===== src/rtl/core/scx_pkg.sv =====
`default_nettype none
package scx_pkg;

  localparam int CW     = 24;
  localparam int DW     = CW + 1;
  localparam int PW     = 2 * DW;
  localparam int DETW   = PW + 1;
  localparam int NDET   = 4;
  localparam int NCOORD = 8;
  localparam int IN_W   = NCOORD * CW;
  localparam int IN_TW  = ((IN_W + 7) / 8) * 8;
  localparam int OUT_W  = 5;
  localparam int OUT_TW = ((OUT_W + 7) / 8) * 8;

  localparam int DET_BS = 0;
  localparam int DET_BE = 1;
  localparam int DET_AS = 2;
  localparam int DET_AE = 3;

  localparam int CRD_ASX = 0;
  localparam int CRD_ASZ = 1;
  localparam int CRD_AEX = 2;
  localparam int CRD_AEZ = 3;
  localparam int CRD_BSX = 4;
  localparam int CRD_BSZ = 5;
  localparam int CRD_BEX = 6;
  localparam int CRD_BEZ = 7;

  typedef enum logic [1:0] {
    SIDE_ON  = 2'd0,
    SIDE_POS = 2'd1,
    SIDE_NEG = 2'd2
  } side_t;

  typedef struct packed {
    logic signed [DW-1:0] a;
    logic signed [DW-1:0] d;
    logic signed [DW-1:0] b;
    logic signed [DW-1:0] c;
  } det_ops_t;

  typedef struct packed {
    logic signed [PW-1:0] p;
    logic signed [PW-1:0] q;
  } det_prod_t;

  typedef det_ops_t  [NDET-1:0] det_ops_vec_t;
  typedef det_prod_t [NDET-1:0] det_prod_vec_t;
  typedef side_t     [NDET-1:0] side_vec_t;

  function automatic logic signed [DW-1:0] dsub(input logic [CW-1:0] x,
                                                input logic [CW-1:0] y);
    return {x[CW-1], x} - {y[CW-1], y};
  endfunction

endpackage
`default_nettype wire


===== src/rtl/core/scx_diff.sv =====
`default_nettype none
module scx_diff (
  input  wire logic                     clk,
  input  wire logic                     rst_n,
  input  wire logic                     in_vld,
  output logic                          in_rdy,
  input  wire logic [scx_pkg::IN_W-1:0] in_coords,
  output logic                          out_vld,
  input  wire logic                     out_rdy,
  output scx_pkg::det_ops_vec_t         out_ops
);
  import scx_pkg::*;

  logic [CW-1:0] crd [NCOORD];
  logic          vld_r;
  det_ops_vec_t  ops_r;
  det_ops_vec_t  ops_nxt;

  always_comb begin
    for (int k = 0; k < NCOORD; k++) begin
      crd[k] = in_coords[k*CW +: CW];
    end
  end

  always_comb begin
    ops_nxt[DET_BS].a = dsub(crd[CRD_AEX], crd[CRD_ASX]);
    ops_nxt[DET_BS].d = dsub(crd[CRD_BSZ], crd[CRD_ASZ]);
    ops_nxt[DET_BS].b = dsub(crd[CRD_AEZ], crd[CRD_ASZ]);
    ops_nxt[DET_BS].c = dsub(crd[CRD_BSX], crd[CRD_ASX]);
    ops_nxt[DET_BE].a = dsub(crd[CRD_AEX], crd[CRD_ASX]);
    ops_nxt[DET_BE].d = dsub(crd[CRD_BEZ], crd[CRD_ASZ]);
    ops_nxt[DET_BE].b = dsub(crd[CRD_AEZ], crd[CRD_ASZ]);
    ops_nxt[DET_BE].c = dsub(crd[CRD_BEX], crd[CRD_ASX]);
    ops_nxt[DET_AS].a = dsub(crd[CRD_BEX], crd[CRD_BSX]);
    ops_nxt[DET_AS].d = dsub(crd[CRD_ASZ], crd[CRD_BSZ]);
    ops_nxt[DET_AS].b = dsub(crd[CRD_BEZ], crd[CRD_BSZ]);
    ops_nxt[DET_AS].c = dsub(crd[CRD_ASX], crd[CRD_BSX]);
    ops_nxt[DET_AE].a = dsub(crd[CRD_BEX], crd[CRD_BSX]);
    ops_nxt[DET_AE].d = dsub(crd[CRD_AEZ], crd[CRD_BSZ]);
    ops_nxt[DET_AE].b = dsub(crd[CRD_BEZ], crd[CRD_BSZ]);
    ops_nxt[DET_AE].c = dsub(crd[CRD_AEX], crd[CRD_BSX]);
  end

  assign in_rdy  = !vld_r || out_rdy;
  assign out_vld = vld_r;
  assign out_ops = ops_r;

  always_ff @(posedge clk) begin
    if (!rst_n) begin
      vld_r <= 1'b0;
    end else if (in_rdy) begin
      vld_r <= in_vld;
    end
  end

  always_ff @(posedge clk) begin
    if (in_rdy && in_vld) begin
      ops_r <= ops_nxt;
    end
  end

endmodule
`default_nettype wire


===== config.mk =====
export PLATFORM = sky130hd
export DESIGN_NAME = scx_diff
export DESIGN_NICKNAME = d
export VERILOG_FILES = /design/src/rtl/core/scx_pkg.sv /design/src/rtl/core/scx_diff.sv
export SDC_FILE = /design/constraint.sdc
export NUM_CORES = 1
export LEC_CHECK = 0
export BUFFER_PORTS_ARGS = -buffer_cell sky130_fd_sc_hd__buf_2
export CORE_MARGIN = 2
export CORE_UTILIZATION = 40
export CTS_CLUSTER_SIZE = 25
export DETAILED_ROUTE_END_ITERATION = 8
export GPL_ROUTABILITY_DRIVEN = 1
export MAX_ROUTING_LAYER = met4
export PLACE_DENSITY = 0.65
export SETUP_SLACK_MARGIN = 0.1
export SLEW_MARGIN = 10
export SYNTH_ARGS = -nofsm -noshare
export SYNTH_HDL_FRONTEND = slang
export SYNTH_SLANG_ARGS = --single-unit

===== constraint.sdc =====
create_clock -name clk -period 29.5 [get_ports clk]
set_clock_uncertainty 0.1 [all_clocks]
set_input_delay 5.9 -clock clk [delete_from_list [all_inputs] [get_ports clk]]
set_output_delay 5.9 -clock clk [all_outputs]
set_load 0.03 [all_outputs]

## Word level (Yosys, flattened, before mapping)

Cells that the tools add are included.

- Bits in registers: 301

- Add/sub/neg operators: 12
- Reduce and logical (&&, ||, !) cells: 3

Operator list:

| cell | count |
|---|---|
| $sub 24x24->25 | 12 |
| $logic_and 1x1->1 | 1 |
| $logic_not 1->1 | 1 |
| $logic_or 1x1->1 | 1 |

## Logic depth before layout (Yosys ltp)

Gate-level depths: netlist of the first run.

- Depth after elaboration: 3
- Depth in mapped cells: 11
- Gate-level depth less buffers: 11

## Worst setup path after synthesis of the first run

No wires, ideal clock.

- Path kind: input to register
- From: input out_rdy
- To: register ops_r (netlist bit out_ops[100]), enable pin
- Arrival: 13.021 ns
- Slack: 15.683 ns
- Cell stages on the path: 2
- Path buffers: 0
- Path through: nand2b_1 -> and2_1

- Longest elaborated chain between the ends: 2

Ends and longest elaborated chain:

| element | RTL line | source |
|---|---|---|
| start: declaration | scx_diff.sv:9 | `input wire logic out_rdy,` |
| $logic_or 1x1->1 | scx_diff.sv:44 | `assign in_rdy = !vld_r \|\| out_rdy;` |
| $logic_and 1x1->1 | scx_diff.sv:57 | `if (in_rdy && in_vld) begin` |
| end signal: assignment | scx_diff.sv:58 | `ops_r <= ops_nxt;` |
| end: declaration | scx_diff.sv:16 | `det_ops_vec_t ops_r;` |

Every way passes these cells.
A chain may end at the register's enable or synchronous reset.

## Worst setup path in the final report of the first run

- From: input out_rdy
- To: output in_rdy

- Longest elaborated chain between the ends: 1

Ends and longest elaborated chain:

| element | RTL line | source |
|---|---|---|
| $logic_or 1x1->1 | scx_diff.sv:44 |  |
| end: declaration | scx_diff.sv:6 | `output logic in_rdy,` |

Every way passes these cells.

==> results.cfg, run 1 <==
[status]
outcome = completed

[routing]
first_pass_iters = 5
num_vias = 20700
avgRoutedWirePerCell_um = 23.1
vias_per_cell = 5.54
ant_nets = 0
drc = 0
drtIter0Drc = 1634
drt_wl_total_mm = 86.4

[cells_and_area]
finalInstanceArea_sq_um = 28200
layout.nets = 3425
layout_common_cells = 597 x buf_2, 298 x edfxtp_1, 288 x ha_1
syn_to_final_growth_pct = 17.8
drive_gt1_share_pct = 22.8
fill_cells = 5594
layout_commonest_cell = buf_2
final-instance-count-excl-fill = 3741

[timing]
worst_slack_ns = 17.13
tightest_slew_ns = 1.02
fin_worst_hold_slack_ns = 0.466
drv_slew = 0
fin_crit_ns = 12.37
tns_ns = 0
post-route-period-util_pct = 41.9
fmax_ghz = 0.0808
rsz0062_at_grt = no
setup_violations = 0
relSlewSlack_pct = 32.0
finalHoldViolCount = 0

[die]
die_x_um = 249
dieArea_sq_um = 61800
num_io_pins = 598
coreArea_sq_um = 59000
fp.dieH_um = 249
initial_core_util_pct = 40.5
rows = 89

[synthesis]
synth_xor_area_share_pct = 8.50
synth_fa_ha_area_share_pct = 16.1
synth_edf_count = 298
yosysUniqueCellTypes = 68
synthSimpleGateAreaFrac_pct = 10.3
yosysWarnings = 0
ys_ff_latch = 299
synth_top_family_by_area = compound AO/OA/AOI/OAI gates
async_reset_ff_share_pct = 0
muxShareOfSynthArea_pct = 0.251
synthCells = 2455
syn_area_sq_um = 23900
ys.flop_type = edfxtp_1
syn-num-nets = 2951
synth_seq_area_share_pct = 37.5
syn_area_per_cell_sq_um = 9.74
synth_compound_area_share_pct = 20.5

[setup_path]
reg2reg_depth = 4
cpMostUsedCell = buf_2
r2r-end = out_ops[251]
arrival_ns = 6.37
max_stage_delay_ns = 0.20
slowest_stage = buf_2
r2r_slack_ns = 26.07
crit_path_end_kind = output port
start_kind = input pin
worstSetupPathType = input pin to output port
reg2reg_from = out_vld
crit_required_ns = 23.50
path_cells = buf_2, nand2b_1, buf_2
crit_fanout = 3

[grt]
grt_pass1_wl_mm = 125
grt_start_max_net_pins = 156
antenna_found_initial = 9
grt_usage_pct = 27.3
grt_overflow_total = 0
grt_pass1_vias = 19700

[placed_design]
numPortBuffers = 597
dp.cells = 3662
hpwl_mm = 71.3
post_dp_cell_area_sq_um = 26900
place_ws_ns = 17.13
place_congestion = 0.945

[cts]
cts_hold_buf = 0
clockBufferDepth = 3
path_clk_slew_ns = 0.06
cts.htree.levels = 2
clockRootBuffer = clkbuf_16
cts_setup_buffers = 0
clock-sinks = 299
cts_resized = 0
cts_buffers = 38
clkLatencyLatePin_ns = 0.56
cts_tree = done

[power_and_ir_drop]
p_per_area_nw_per_um2 = 59.2
ir_drop_v = 0.0000441
p_leak_nw = 12.9

[hold_path]
hold_class = flip-flop to flip-flop
whs_path_depth = 2
hold_end = out_vld
hold_start = out_vld

[run]
cap_violations = 0
critical path: cells and delay by family:
family	cells	cell delay, ns
buf+inv	2	0.30
simple gates	1	0.17
report_power, final:
part           total (mW)  internal (mW)  switching [mW]
clock               0.481          0.288           0.193
sequential          0.580          0.549          0.0304
combinational       0.606          0.195           0.411
total                1.67           1.03           0.635
metal layers:
metal / share of wire (%) / global-route usage, %
met5: 0 / -
met1: 44 / 34.9
met3: 5.7 / 4.23
met4: 2.6 / 7.20
met2: 48 / 45.2
cell usage after synthesis (all sizes together), types with 25 or more instances:
cell type | instances | area share, %
nor2 | 151 | 2.4
a21oi | 253 | 5.3
nand3 | 31 | 0.65
nor3 | 27 | 0.56
xor2 | 69 | 2.5
edfxtp | 298 | 37
nand2 | 123 | 1.9
a21o | 115 | 3.6
nand4 | 33 | 0.86
o21bai | 25 | 0.78
o21ai | 163 | 3.4
xnor2 | 163 | 6.0
ha | 288 | 15
inv | 170 | 2.7
clkbuf | 57 | 0.90
nor2b | 45 | 1.2
nand2b | 30 | 0.78
o21a | 51 | 1.6
buf | 109 | 3.4
how the worst max path moves through the flow:
stage	startpoint	end	slack, ns	cells after the start
after detailed placement	out_rdy	in_rdy	17.13	3
after floorplan	out_rdy	out_ops[100]	15.68	2
final	out_rdy	in_rdy	17.13	3
after global placement	out_rdy	in_rdy	17.13	3
after global routing	out_rdy	in_rdy	17.10	3
after CTS	out_rdy	in_rdy	17.12	3
stage by stage:
stage	util (%)	total power [mW]
after floorplan	-	1.02
after global placement	45.6	1.18
after detailed placement	45.6	1.19
after CTS	47.7	1.68
after global routing	47.7	1.74
final	47.8	1.67
state kept, by name (all words and copies together), names as in the netlist:
name     count
out_vld      1
out_ops    298
layout make-up:
cell class,instances,area (sq um),area share (%)
clock inverters,19,206,0.733
diodes,11,27.5,0.0977
multi-input cells,1820,13300,47.2
flip-flops and latches,299,8970,31.8
well taps,773,967,3.43
clock buffers,49,1060,3.75
repair buffers,600,3020,10.7
inverters,170,638,2.26
cell families after synthesis:
logic type / after synthesis
AO/OA/AOI/OAI: 776
XOR/XNOR: 232
adder cells (fa/ha/maj): 300
buffers and inverters: 336
flip-flops: 299
multiplexers: 6
AND/OR/NAND/NOR: 506
(Power assumes the default switching activity.)
==> inputs of run 2 (changes only) <==
- clock period: 29.5 -> 12.45 ns (I/O delays scaled with it)
==> run 2 against run 1 <==
  * Final cell count down 0.21%
  * Hold slack lost 0.019 ns
  * Register-to-register slack lost 17 ns
  * Power up 140%
  * Largest power group unchanged
  * Global-route usage fell by 0.14 points
  * Combinational power grew 140%
  * Largest cell class unchanged
==> results.cfg, run 2 (same netlist as run 1, synthesis figures left out) <==
[status]
outcome = completed

[hold_path]
hold_class = flip-flop to flip-flop
whs_path_depth = 2

[timing]
tightest_slew_ns = 1.00
relSlewSlack_pct = 33.2
fin_worst_hold_slack_ns = 0.447
rsz0062_at_grt = no
fin_crit_ns = 5.53
setup_violations = 0
fmax_ghz = 0.181
drv_slew = 0
post-route-period-util_pct = 44.4
tns_ns = 0
finalHoldViolCount = 0

[run]
cap_violations = 0

[grt]
grt_pass1_vias = 19800
grt_start_max_net_pins = 78
grt_usage_pct = 27.2
antenna_found_initial = 9
grt_overflow_total = 0
grt_pass1_wl_mm = 124

[placed_design]
place_congestion = 0.965
hpwl_mm = 71.2
numPortBuffers = 597
post_dp_cell_area_sq_um = 26900

[routing]
vias_per_cell = 5.57
first_pass_iters = 6
drc = 0
num_vias = 20800
ant_nets = 0
drt_wl_total_mm = 85.8
drtIter0Drc = 1887
avgRoutedWirePerCell_um = 23.0

[setup_path]
cpMostUsedCell = buf_2
reg2reg_from = out_vld
crit_start = out_rdy
max_stage_delay_ns = 0.19
r2r_slack_ns = 9.53
crit_path_end_kind = output port
r2r-end = out_ops[53]
crit_fanout = 3
path_cells = buf_2, nand2b_1, buf_2
path_depth = 3
slowest_stage = buf_2
crit_buf_inv = 2
reg2reg_depth = 4
cp-endpoint = in_rdy
start_kind = input pin
arrival_ns = 2.94
worstSetupPathType = input pin to output port
crit_family = buffers and inverters
crit_required_ns = 9.86

[cts]
cts_buffers = 37
cts_resized = 0
clockRootBuffer = clkbuf_16
clock-sinks = 299
cts_tree = done
clkLatencyLatePin_ns = 0.55
cts_setup_buffers = 0
path_clk_slew_ns = 0.06
clockBufferDepth = 3
cts_hold_buf = 0
cts.htree.levels = 2

[power_and_ir_drop]
p_leak_nw = 12.9
ir_drop_v = 0.0000908
p_per_area_nw_per_um2 = 140
total_power_mw = 3.95

[die]
rows = 89
num_io_pins = 598
coreArea_sq_um = 59000
dieArea_sq_um = 61800
die_x_um = 249
fp.dieH_um = 249
initial_core_util_pct = 40.5

[cells_and_area]
seq_area_sq_um = 8970
multi_input_area_sq_um = 13300
layout.nets = 3425
layout_commonest_cell = buf_2
layout_common_cells = 597 x buf_2, 298 x edfxtp_1, 288 x ha_1
drive_gt1_share_pct = 23.0
syn_to_final_growth_pct = 17.7
fill_cells = 5545
finalInstanceArea_sq_um = 28200
largest_reg_flops = 298
-- run 2: cell types whose count changed in the layout (fill, tap and decap cells not counted), moves of 2 or more --
| cell | change |
|---|---|
| buf_4 | +2 |
| clkbuf_1 | -5 |
| clkbuf_16 | -2 |
| clkinv_1 | -4 |
| clkinv_4 | +3 |
| diode_2 | -4 |
| inv_6 | +2 |
-- run 2: worst register-to-register path: cells and delay by family, from the launching register on --
| family | cells | cell delay [ns] |
|---|---|---|
| buffers and inverters | 2 | 1.55 |
| and+or+nand+nor | 2 | 0.50 |
| DFF | 1 | 0.31 |
-- run 2: per-layer routing --
| layer | track usage, % | wire length (um) |
|---|---|---|
| met2 | 44.6 | 41300 |
| met3 | 3.60 | 5270 |
| met5 | - | 0 |
| met4 | 8.66 | 2820 |
| met1 | 34.8 | 36400 |
-- run 2: final cells by class --
| class | instances | area share [%] |
|---|---|---|
| multi-input cells | 1820 | 47.2 |
| repair buffers | 601 | 10.7 |
| well taps | 773 | 3.44 |
| diodes | 7 | 0.0622 |
| clock inverters | 21 | 0.933 |
| clock buffers | 42 | 3.51 |
| flip-flops and latches | 299 | 31.9 |
| inverters | 170 | 2.27 |
-- run 2: how the worst min path moves through the flow --
stage	startpoint	end	slack [ns]
after global placement	out_vld	out_vld	0.42
after floorplan	out_vld	out_vld	0.78
after detailed placement	out_vld	out_vld	0.45
after CTS	out_vld	out_vld	0.45
final	out_vld	out_vld	0.45
after global routing	out_vld	out_vld	0.49
-- run 2: metrics by stage --
stage	worst slack, ns	std cells	utilization, %
2_1_floorplan	2.04	2455	-
3_3_place_gp	6.64	3663	45.6
3_5_place_dp	6.61	3663	45.6
4_1_cts	6.91	3726	47.7
5_1_grt	6.85	3733	47.7
6_report	6.92	3733	47.7
-- run 2: report_power, final --
part	internal, mW	switching, mW
sequential	1.30	0.0721
combinational	0.463	0.975
clock	0.677	0.459
