--- src/rtl/core/scx_pkg.sv ---
`default_nettype none
package scx_pkg;

  localparam int CW     = 24;
  localparam int DW     = CW + 1;
  localparam int PW     = 2 * DW;
  localparam int DETW   = PW + 1;
  localparam int NDET   = 4;
  localparam int NCOORD = 8;
  localparam int IN_W   = NCOORD * CW;
  localparam int IN_TW  = ((IN_W + 7) / 8) * 8;
  localparam int OUT_W  = 5;
  localparam int OUT_TW = ((OUT_W + 7) / 8) * 8;

  localparam int DET_BS = 0;
  localparam int DET_BE = 1;
  localparam int DET_AS = 2;
  localparam int DET_AE = 3;

  localparam int CRD_ASX = 0;
  localparam int CRD_ASZ = 1;
  localparam int CRD_AEX = 2;
  localparam int CRD_AEZ = 3;
  localparam int CRD_BSX = 4;
  localparam int CRD_BSZ = 5;
  localparam int CRD_BEX = 6;
  localparam int CRD_BEZ = 7;

  typedef enum logic [1:0] {
    SIDE_ON  = 2'd0,
    SIDE_POS = 2'd1,
    SIDE_NEG = 2'd2
  } side_t;

  typedef struct packed {
    logic signed [DW-1:0] a;
    logic signed [DW-1:0] d;
    logic signed [DW-1:0] b;
    logic signed [DW-1:0] c;
  } det_ops_t;

  typedef struct packed {
    logic signed [PW-1:0] p;
    logic signed [PW-1:0] q;
  } det_prod_t;

  typedef det_ops_t  [NDET-1:0] det_ops_vec_t;
  typedef det_prod_t [NDET-1:0] det_prod_vec_t;
  typedef side_t     [NDET-1:0] side_vec_t;

  function automatic logic signed [DW-1:0] dsub(input logic [CW-1:0] x,
                                                input logic [CW-1:0] y);
    return {x[CW-1], x} - {y[CW-1], y};
  endfunction

endpackage
`default_nettype wire

--- src/rtl/core/scx_det.sv ---
`default_nettype none
module scx_det (
  input  wire logic                   clk,
  input  wire logic                   rst_n,
  input  wire logic                   in_vld,
  output logic                        in_rdy,
  input  wire scx_pkg::det_prod_vec_t in_prod,
  output logic                        out_vld,
  input  wire logic                   out_rdy,
  output scx_pkg::side_vec_t          out_sides
);
  import scx_pkg::*;

  logic                 vld_r;
  side_vec_t            sides_r;
  side_vec_t            sides_nxt;
  logic signed [DETW-1:0] det [NDET];

  always_comb begin
    for (int k = 0; k < NDET; k++) begin
      det[k] = {in_prod[k].p[PW-1], in_prod[k].p} - {in_prod[k].q[PW-1], in_prod[k].q};
      priority if (det[k] == '0) begin
        sides_nxt[k] = SIDE_ON;
      end else if (det[k][DETW-1]) begin
        sides_nxt[k] = SIDE_NEG;
      end else begin
        sides_nxt[k] = SIDE_POS;
      end
    end
  end

  assign in_rdy    = !vld_r || out_rdy;
  assign out_vld   = vld_r;
  assign out_sides = sides_r;

  always_ff @(posedge clk) begin
    if (!rst_n) begin
      vld_r <= 1'b0;
    end else if (in_rdy) begin
      vld_r <= in_vld;
    end
  end

  always_ff @(posedge clk) begin
    if (in_rdy && in_vld) begin
      sides_r <= sides_nxt;
    end
  end

endmodule
`default_nettype wire

--- config.mk ---
export PLATFORM = sky130hd
export DESIGN_NAME = scx_det
export DESIGN_NICKNAME = d
export VERILOG_FILES = /design/src/rtl/core/scx_pkg.sv /design/src/rtl/core/scx_det.sv
export SDC_FILE = /design/constraint.sdc
export NUM_CORES = 1
export LEC_CHECK = 0
export ABC_AREA = 1
export BUFFER_PORTS_ARGS = -buffer_cell sky130_fd_sc_hd__buf_2
export CAP_MARGIN = 30
export CELL_PAD_IN_SITES_DETAIL_PLACEMENT = 1
export CELL_PAD_IN_SITES_GLOBAL_PLACEMENT = 1
export CORE_ASPECT_RATIO = 0.9
export CORE_MARGIN = 3
export CORE_UTILIZATION = 33
export DETAILED_ROUTE_END_ITERATION = 8
export PLACE_DENSITY_LB_ADDON = 0.1
export SLEW_MARGIN = 5
export SYNTH_ARGS = -nofsm -noshare
export SYNTH_HDL_FRONTEND = slang
export SYNTH_SLANG_ARGS = --single-unit
--- constraint.sdc ---
create_clock -name clk -period 2.5 [get_ports clk]
set_clock_uncertainty 0.05 [all_clocks]
set_input_delay 0.5 -clock clk [delete_from_list [all_inputs] [get_ports clk]]
set_output_delay 0.5 -clock clk [all_outputs]
set_load 0.01 [all_outputs]
After elaboration in Yosys (flattened, before gate mapping)
Cells that the tools add are included.

Memory bits (writable): 0. Memories kept: 0. Latch bits: 0. Word-level logic and storage cells: 20. Register bits after elaboration: 9. Bits in read-only memories: 0. Output and inout bits: 10.

Reduce and logical (&&, ||, !) cells: 7. Multipliers: 0. Bitwise operators: 0. Div/mod/pow operators: 0. Mux-type cells: 4. Equal/unequal tests: 0. Shift-type cells: 0. $lt $le $gt $ge: 0. $add $sub $neg: 4.

Operators with widths (number): $logic_not 51->1 (4); $sub 50x50->51 (4); $mux 2 (4); $logic_and 1x1->1 (1); $logic_not 1->1 (1); $logic_or 1x1->1 (1).

Longest topological paths before layout
Gate-level depths: netlist of the first run.

Word-level depth: 3. Depth in mapped cells: 21. Gate-level depth less buffers: 21.

Worst setup path after synthesis of the first run
OpenSTA, ideal clock, no wires.

Path type: input port to flip-flop. From: in in_prod[250] in the netlist's numbering. To: reg sides_r, in the netlist out_sides[4] (data pin). Data required time: 2193 ps. Setup time: 257 ps. Path buffers: 0. Cell stages on the path: 20. Path slack: -116 ps. Arrival: 2309 ps. Cells stage by stage: inv_1 ha_1 inv_1 fa_1 nand3_1 nand3_1 nand2_1 nand2_1 nand2_1 nand2_1 nand2_1 nand3_1 nand2_1 nand2_1 nor2_1 nand2_1 nor2_1 nand2_1 nor2_1 nor2_1.

Cells in the longest elaborated chain, start to end: 2. Elaborated cells between the ends (all ways): 3.

RTL lines: start: declaration (RTL line scx_det.sv:7) `input wire scx_pkg::det_prod_vec_t in_prod,`; $sub 50x50->51 (*) (RTL line scx_det.sv:21) `det[k] = {in_prod[k].p[PW-1], in_prod[k].p} - {in_prod[k].q[PW-1], in_prod[k].q};`; $logic_not 51->1 / $mux 2 (equally long branches) (RTL line scx_det.sv:22, scx_det.sv:24); end signal: assignment (RTL line scx_det.sv:46) `sides_r <= sides_nxt;`; end: declaration (RTL line scx_det.sv:15) `side_vec_t sides_r;`.

Every way passes the cells marked *; elsewhere a longest branch is shown, timed or not. A chain may end at the register's enable or synchronous reset.

Worst setup path after layout of the first run
From: in in_prod[207] in the netlist's numbering. To: reg sides_r, in the netlist out_sides[4] (data pin).

Same word-level chain as after synthesis.

==> results of run 1 <==
[power by group]
| part | internal (mW) | switching [mW] |
|---|---|---|
| clock network | 0.216 | 0.0938 |
| logic | 3.26 | 4.56 |
| registers | 0.193 | 0.0126 |
| total | 3.67 | 4.66 |
[metrics by stage]
step	utilization [%]	total power [mW]	area [um2]	TNS [ns]	std cells
final	55.0	8.33	30900	-1.12	5834
after global routing	55.0	8.97	30900	-2.09	5831
after CTS	49.4	7.01	27700	-0.541	5805
after detailed placement	46.4	6.23	26100	-3.98	5790
after global placement	46.4	6.10	26100	-3.93	5790
after floorplan	-	3.48	19000	0	4077
[cells by family (layout without fill, tap and decap cells)]
family          count (synthesis)  after routing  synth area share, %
buf+inv                      1039           2034                 20.6
compound gates                274            274                 8.08
flops                           9              9                 1.38
other cells                     0              6                    0
xor+xnor                       40             40                 1.85
fa+ha+maj                     204            204                 13.7
simple gates                 2511           2511                 54.4
[cell usage after synthesis (2+ instances only)]
cell type / instances
nand2_1: 1652
inv_1: 1020
nor2_1: 423
nand3_1: 238
ha_1: 200
a21oi_1: 167
nand4_1: 79
o21bai_1: 42
o21ai_0: 39
nor2_2: 26
nor3_1: 24
xor2_1: 23
nand3b_1: 22
inv_2: 19
xnor2_1: 17
nand2_2: 10
and2_1: 8
edfxtp_1: 8
nand3_2: 8
nor4_1: 8
a31oi_1: 5
a211oi_1: 4
fa_1: 4
nor3_2: 4
o21ai_1: 4
a21boi_0: 3
nor2_4: 3
o211ai_1: 3
o21a_1: 3
o21ai_2: 2
or2_2: 2
[critical path: stages]
cell and delay (ns):
buf_2 0.10, inv_1 0.13, ha_2 0.36, nand2_2 0.15
inv_1 0.07, nand2_1 0.09, nand2_1 0.11, inv_2 0.10
nand2_4 0.09, nand2_4 0.07, nand2_4 0.07, xnor2_2 0.20
nand3_1 0.12, nor2_2 0.17, nand3_2 0.10, nor2_1 0.09
nand2_1 0.08, nor2_2 0.09, nor2_1 0.05
[area by class of cell]
cell class / instances / area (um2)
fill: 8234 / 25300
multi-input combinational: 3029 / 19200
timing repair buffer: 991 / 6480
inverter: 1039 / 3920
tap: 756 / 946
sequential: 9 / 260
clock buffer: 4 / 78.8
antenna: 6 / 15.0
[state kept, by name, indices dropped and copies added, names as in the netlist]
register,count
out_vld,1
out_sides,8
[worst max path at each step]
stage            startpoint           end  slack, ns  depth (start not counted)
6_report       in_prod[207]  out_sides[4]      -0.29                         19
5_1_grt        in_prod[207]  out_sides[4]      -0.42                         19
4_1_cts        in_prod[350]  out_sides[6]      -0.14                         17
3_5_place_dp   in_prod[333]  out_sides[6]      -0.72                         19
3_3_place_gp   in_prod[333]  out_sides[6]      -0.73                         19
2_1_floorplan  in_prod[250]  out_sides[4]      0.004                         18
[layer usage]
| layer | share of wire [%] | GRT usage (%) |
|---|---|---|
| met5 | 0.050 | 0 |
| met4 | 3.4 | 5.13 |
| met3 | 4.4 | 1.79 |
| met2 | 50 | 54.3 |
| met1 | 43 | 38.0 |
[timing repair]
item,in CTS,in global routing
endpoints found under the setup margin,8,8
pin swaps,89,181
hold buffers,0,0
resized for setup,349,708
buffers inserted,11,23
[cell usage in the layout, fill, tap and decap left out, types with 9 or more instances in the layout]
cell type,synthesis,final
nand2_1,1652,1375
inv_1,1020,965
buf_4,0,567
buf_2,0,409
nor2_1,423,246
nand2_2,10,220
nand3_1,238,173
nor2_2,26,155
ha_4,0,139
a21oi_1,167,98
nand4_1,79,79
inv_2,19,67
nand2_4,0,67
a21oi_2,0,63
nand3_2,8,54
nor2_4,3,51
o21bai_1,42,35
ha_1,200,35
o21ai_0,39,34
ha_2,0,26
nand3b_1,22,22
xor2_1,23,21
nand3_4,0,19
nor3_1,24,15
xnor2_1,17,14
buf_6,0,13
nor3_2,4,9
==> results.md, run 1 <==
* Status: finished with violations
* Failing checks: negative setup slack
* Initial Utilization at roughly a third
* Global-route wire length before repair at between 100,000 and 150,000 um
* Total core area at between 50,000 and 60,000 um2
* Slew Limit Fails at 0
* Clock Path Buffers at 2
* Mean Syn Cell Area at between 4 and 5 um2
* Post-synth EDFFs at 8
* Crit path max fanout at 4
* Yosys cell types at 38
* Worst slew pin tran at about 0.39 ns
* Mapped Cells at roughly 4,100
* Port Buffer Count at 413
* Dpl ws at -0.723 ns
* Tcrit/Tclk final at 112%
* Yosys top cell by area: nand2_1
* WL/cell at ~19 um
* Vias in the first global route at around 29,000
* Hold_ws at around 0.45 ns
* Hold Path Depth at 2
* Syn. warnings at 0
* DRC viols at 0
* Layout net count at 5,681
* Post-route setup slack at -0.293 ns
* DR iter-0 viols at around 1,600
* Layout cell share with drive strength beyond 1 at a little under two fifths
* Detailed Place HPWL at approximately 81,000 um
* Inserted Clock Buffers at 3
* DR vias/cell at slightly above 5
* Chip Height at 233 um
* PwrDens at approximately 270 nW/um2
* Die W at 258 um
* CTS clk-pin slew, worst paths at 0.05 ns
* Worst Setup End Kind: flop
* # H-tree levels at 1
* Reg-to-reg slack, setup at about 1.4 ns
* First-pass DRT Iterations at 5
* WP data required at roughly 2.5 ns
* Synthesized Nets at around 4,700
* Max Cap Viol at 0
* GPL Wtd Cong at about 0.93
* Synth Flop Type: edfxtp_1
* # IOs at slightly above 400
* Initial antenna violation count at 12
* FFs w/ async S/R, synth at 0%
* Share of the synthesized area in the top cell type at about 33%
* Rows at 82
* Worst min path class: in -> reg
* Drt total wl at about 110,000 um
* CTS sink cnt at 9
* VDD IR max at 0.140 mV
* F_max at roughly 360 MHz
* RSZ-0062 raised after global routing: true
* Sequential-to-total area share from yosys stat at about 1.4%
* Fin. Hold Viols at 0
* Min Tclk post-route at roughly 2.8 ns
* RR Endpoint: out_sides[4]
* Worst hold start: rst_n
* Leakage power at 18.0 nW
* Root Driver: clkbuf_16
* Seq cells post-synth at 9
* Clk_lat worst skew at 0.25 ns
* Via count at ~30,000
* Pin count of the biggest net entering global routing at 9
* Reg2reg start: out_vld
* Relative slew slack at 73.6%
* Final setup viols at 6
* GRT Total Usage at slightly below 30%
* Layout area overhead at 63.7%
* Overflow after GRT at 0
* Worst reg2reg path depth at 2
* TritonCTS clock tree: done
* Arrival time worst endpoint at around 2.7 ns
* Antenna-violating nets left at 0
* CP Class: in -> reg
* Die area at about 60,000 um2
* CP Launch Type: input port
* Ranking of synthesized cells by area: nand2_1 (33%), inv_1 (20%), ha_1 (13%), nor2_1 (8.4%), nand3_1 (6.3%)
* Hold path endpoint: out_vld
* Mapped Area at 18,900 um2
No activity file was read; power rests on OpenSTA's default activity.
==> run 2: changes to the inputs <==
REMOVE_ABC_BUFFERS = 1   (was unset)
==> run 2 against run 1 <==
Against the previous run: worst setup slack improved by 0.068 ns; flip-flop and latch count is the same; highest routed layer unchanged; non-clock buffer count rose by 51; critical path depth shrank 2; final area shrank 0.95%; first-iteration DRC count is 9.6% lower; core utilization shrank 0.52 points; critical path type unchanged; the run still ends with negative setup slack left; hold slack gained 0.0020 ns.
==> results.md, run 2 (same netlist as run 1, synthesis figures left out) <==
* # IOs at about 410
* CP Class: in -> reg
* Initial Utilization at about a third
* Failing checks: negative setup slack
* Net Sw Frac at roughly 55%
* Worst slew pin tran at around 0.38 ns
* Root Driver: clkbuf_16
* Reg-to-reg slack, setup at ~1.3 ns
* CP Launch Type: input port
* Pin count of the biggest net entering global routing at 9
* Drt total wl at 107,000 um
* Via count at 29,436
* Register area at between 200 and 300 um2
* Initial antenna violation count at 13
* Vias in the first global route at between 20,000 and 30,000
* Layout net count at between 5,000 and 6,000
* Total core area at ~56,000 um2
* Cell area after layout at ~30,000 um2
* Slew Limit Fails at 0
* Rows at 82
* Worst min path class: in -> reg
* GRT Total Usage at a little over 30%
* Inst Count DP at about 5,900
* Worst Setup End Kind: flop
* Worst reg2reg path depth at 2
* VDD IR max at roughly 0.16 mV
* Overflow after GRT at 0
* Placed Area at 26,500 um2
* Layout area overhead at 62.1%
* First-pass DRT Iterations at 5
* Hold path endpoint: out_vld
* Multi-input gate area at about 19,000 um2
* WP data required at approximately 2.5 ns
* DR vias/cell at 5.00
* Clk_lat worst skew at between 0.2 and 0.3 ns
* TritonCTS clock tree: done
* Reg2reg start: out_vld
* Detailed Place HPWL at 82,300 um
* Relative slew slack at around three quarters
* Tcrit/Tclk final at 109%
* Max Cap Viol at 0
* Fin. Hold Viols at 0
* # H-tree levels at 1
* P_sw at ~4.5 mW
* Die area at ~60,000 um2
* DRC viols at 0
* Port Buffer Count at approximately 410
* GPL Wtd Cong at 0.963
* DR iter-0 viols at 1,489
* Clock Path Buffers at 2
* Fill count at roughly 8,300
* CTS sink cnt at 9
* Layout cell share with drive strength beyond 1 at 36.5%
* F_max at 367 MHz
* Comb pwr share at 93.4%
* Most common cell after layout, fill and taps aside: nand2_1
* RSZ-0062 raised after global routing: true
* Worst hold start: rst_n
* Die W at roughly 260 um
* WL/cell at around 18 um
* Final setup viols at 4
* Sequential power share at roughly 2.6%
* RR Endpoint: out_sides[0]
* Most frequent cells in the layout: nand2_1 (1,406), inv_1 (972), buf_4 (623)
* Post-route setup slack at -0.225 ns
* Antenna-violating nets left at 0
* Leakage power at approximately 18 nW
* Clock network fraction of total power at under 10%
* Max reg flops at 8
* Int Pwr at about 3.6 mW
* Min Tclk post-route at approximately 2.7 ns
* PwrDens at between 200 and 300 nW/um2
* Chip Height at approximately 230 um
* Crit path max fanout at 2
* Global-route wire length before repair at around 150,000 um
* Arrival time worst endpoint at about 2.7 ns
* Inserted Clock Buffers at 3
* Tot Pwr at between 8 and 9 mW
* Status: finished with violations
* Hold Path Depth at 2
* CTS clk-pin slew, worst paths at roughly 0.05 ns
* Fin cells at a little under 6,000
-- run 2: cell count changes in the layout (fill, tap and decap cells not counted), sizes merged --
cell,change
clkinv,-1
buf,+51
diode,+3
inv,+1
-- run 2: how the worst max path moves through the flow --
stage,start,end,slack (ns),cells after the start
after global routing,in_prod[210],out_sides[4],-0.38,18
final,in_prod[350],out_sides[6],-0.23,17
after CTS,in_prod[250],out_sides[4],-0.14,18
after detailed placement,in_prod[250],out_sides[4],-0.72,21
after floorplan,in_prod[250],out_sides[4],-0.12,20
after global placement,in_prod[250],out_sides[4],-0.64,19
-- run 2: power groups by stage --
stage               logic (mW)  clock network [mW]  registers, mW
detailed placement        6.14                   0          0.210
floorplan                 3.26                   0          0.210
global placement          6.00                   0          0.211
finish                    7.64               0.327          0.210
global route              8.28               0.332          0.210
CTS                       6.73               0.333          0.208
-- run 2: critical path: stages --
cell and delay, ns:
buf_6 0.10, inv_4 0.04, ha_4 0.11, inv_2 0.04, fa_2 0.40, buf_6 0.14
xor2_1 0.15, nor3b_2 0.21, nand3_1 0.16, nor2_2 0.17, nand3_1 0.11, nor2_2 0.13
nand2_2 0.10, nor2_4 0.12, nand2_1 0.06, nor2_1 0.10, nor2_1 0.05
-- run 2: timing repair --
action	4_1_cts	5_1_grt
resized for setup	420	478
hold buffers	0	0
endpoints found under the setup margin	6	8
setup buffers	8	15
pin swaps	61	114
-- run 2: final cells by class --
class	count	area share, %
multi-input cells	3029	60.7
repair buffers	1042	22.3
inverters	1039	12.8
well taps	756	3.09
flip-flops and latches	9	0.849
clock buffers	4	0.257
diodes	9	0.0735
-- run 2: stage by stage --
stage          setup WS [ns]  util [%]  hold slack [ns]  TNS, ns
2_1_floorplan         -0.116         -            0.545   -0.217
3_3_place_gp          -0.636      47.1            0.644    -3.35
3_5_place_dp          -0.725      47.1            0.656    -3.88
4_1_cts               -0.135      50.9            0.451   -0.315
5_1_grt               -0.381      54.5            0.462    -1.45
6_report              -0.225      54.5            0.449   -0.704
-- run 2: metal layers --
layer  part of all wire (%)  up-vias  GRT usage (%)
li1                       -    14360              -
met1                     43    14012           39.2
met2                     49      821           56.4
met3                    4.6      233           2.36
met4                    3.0       10           5.35
met5                  0.054        -              0
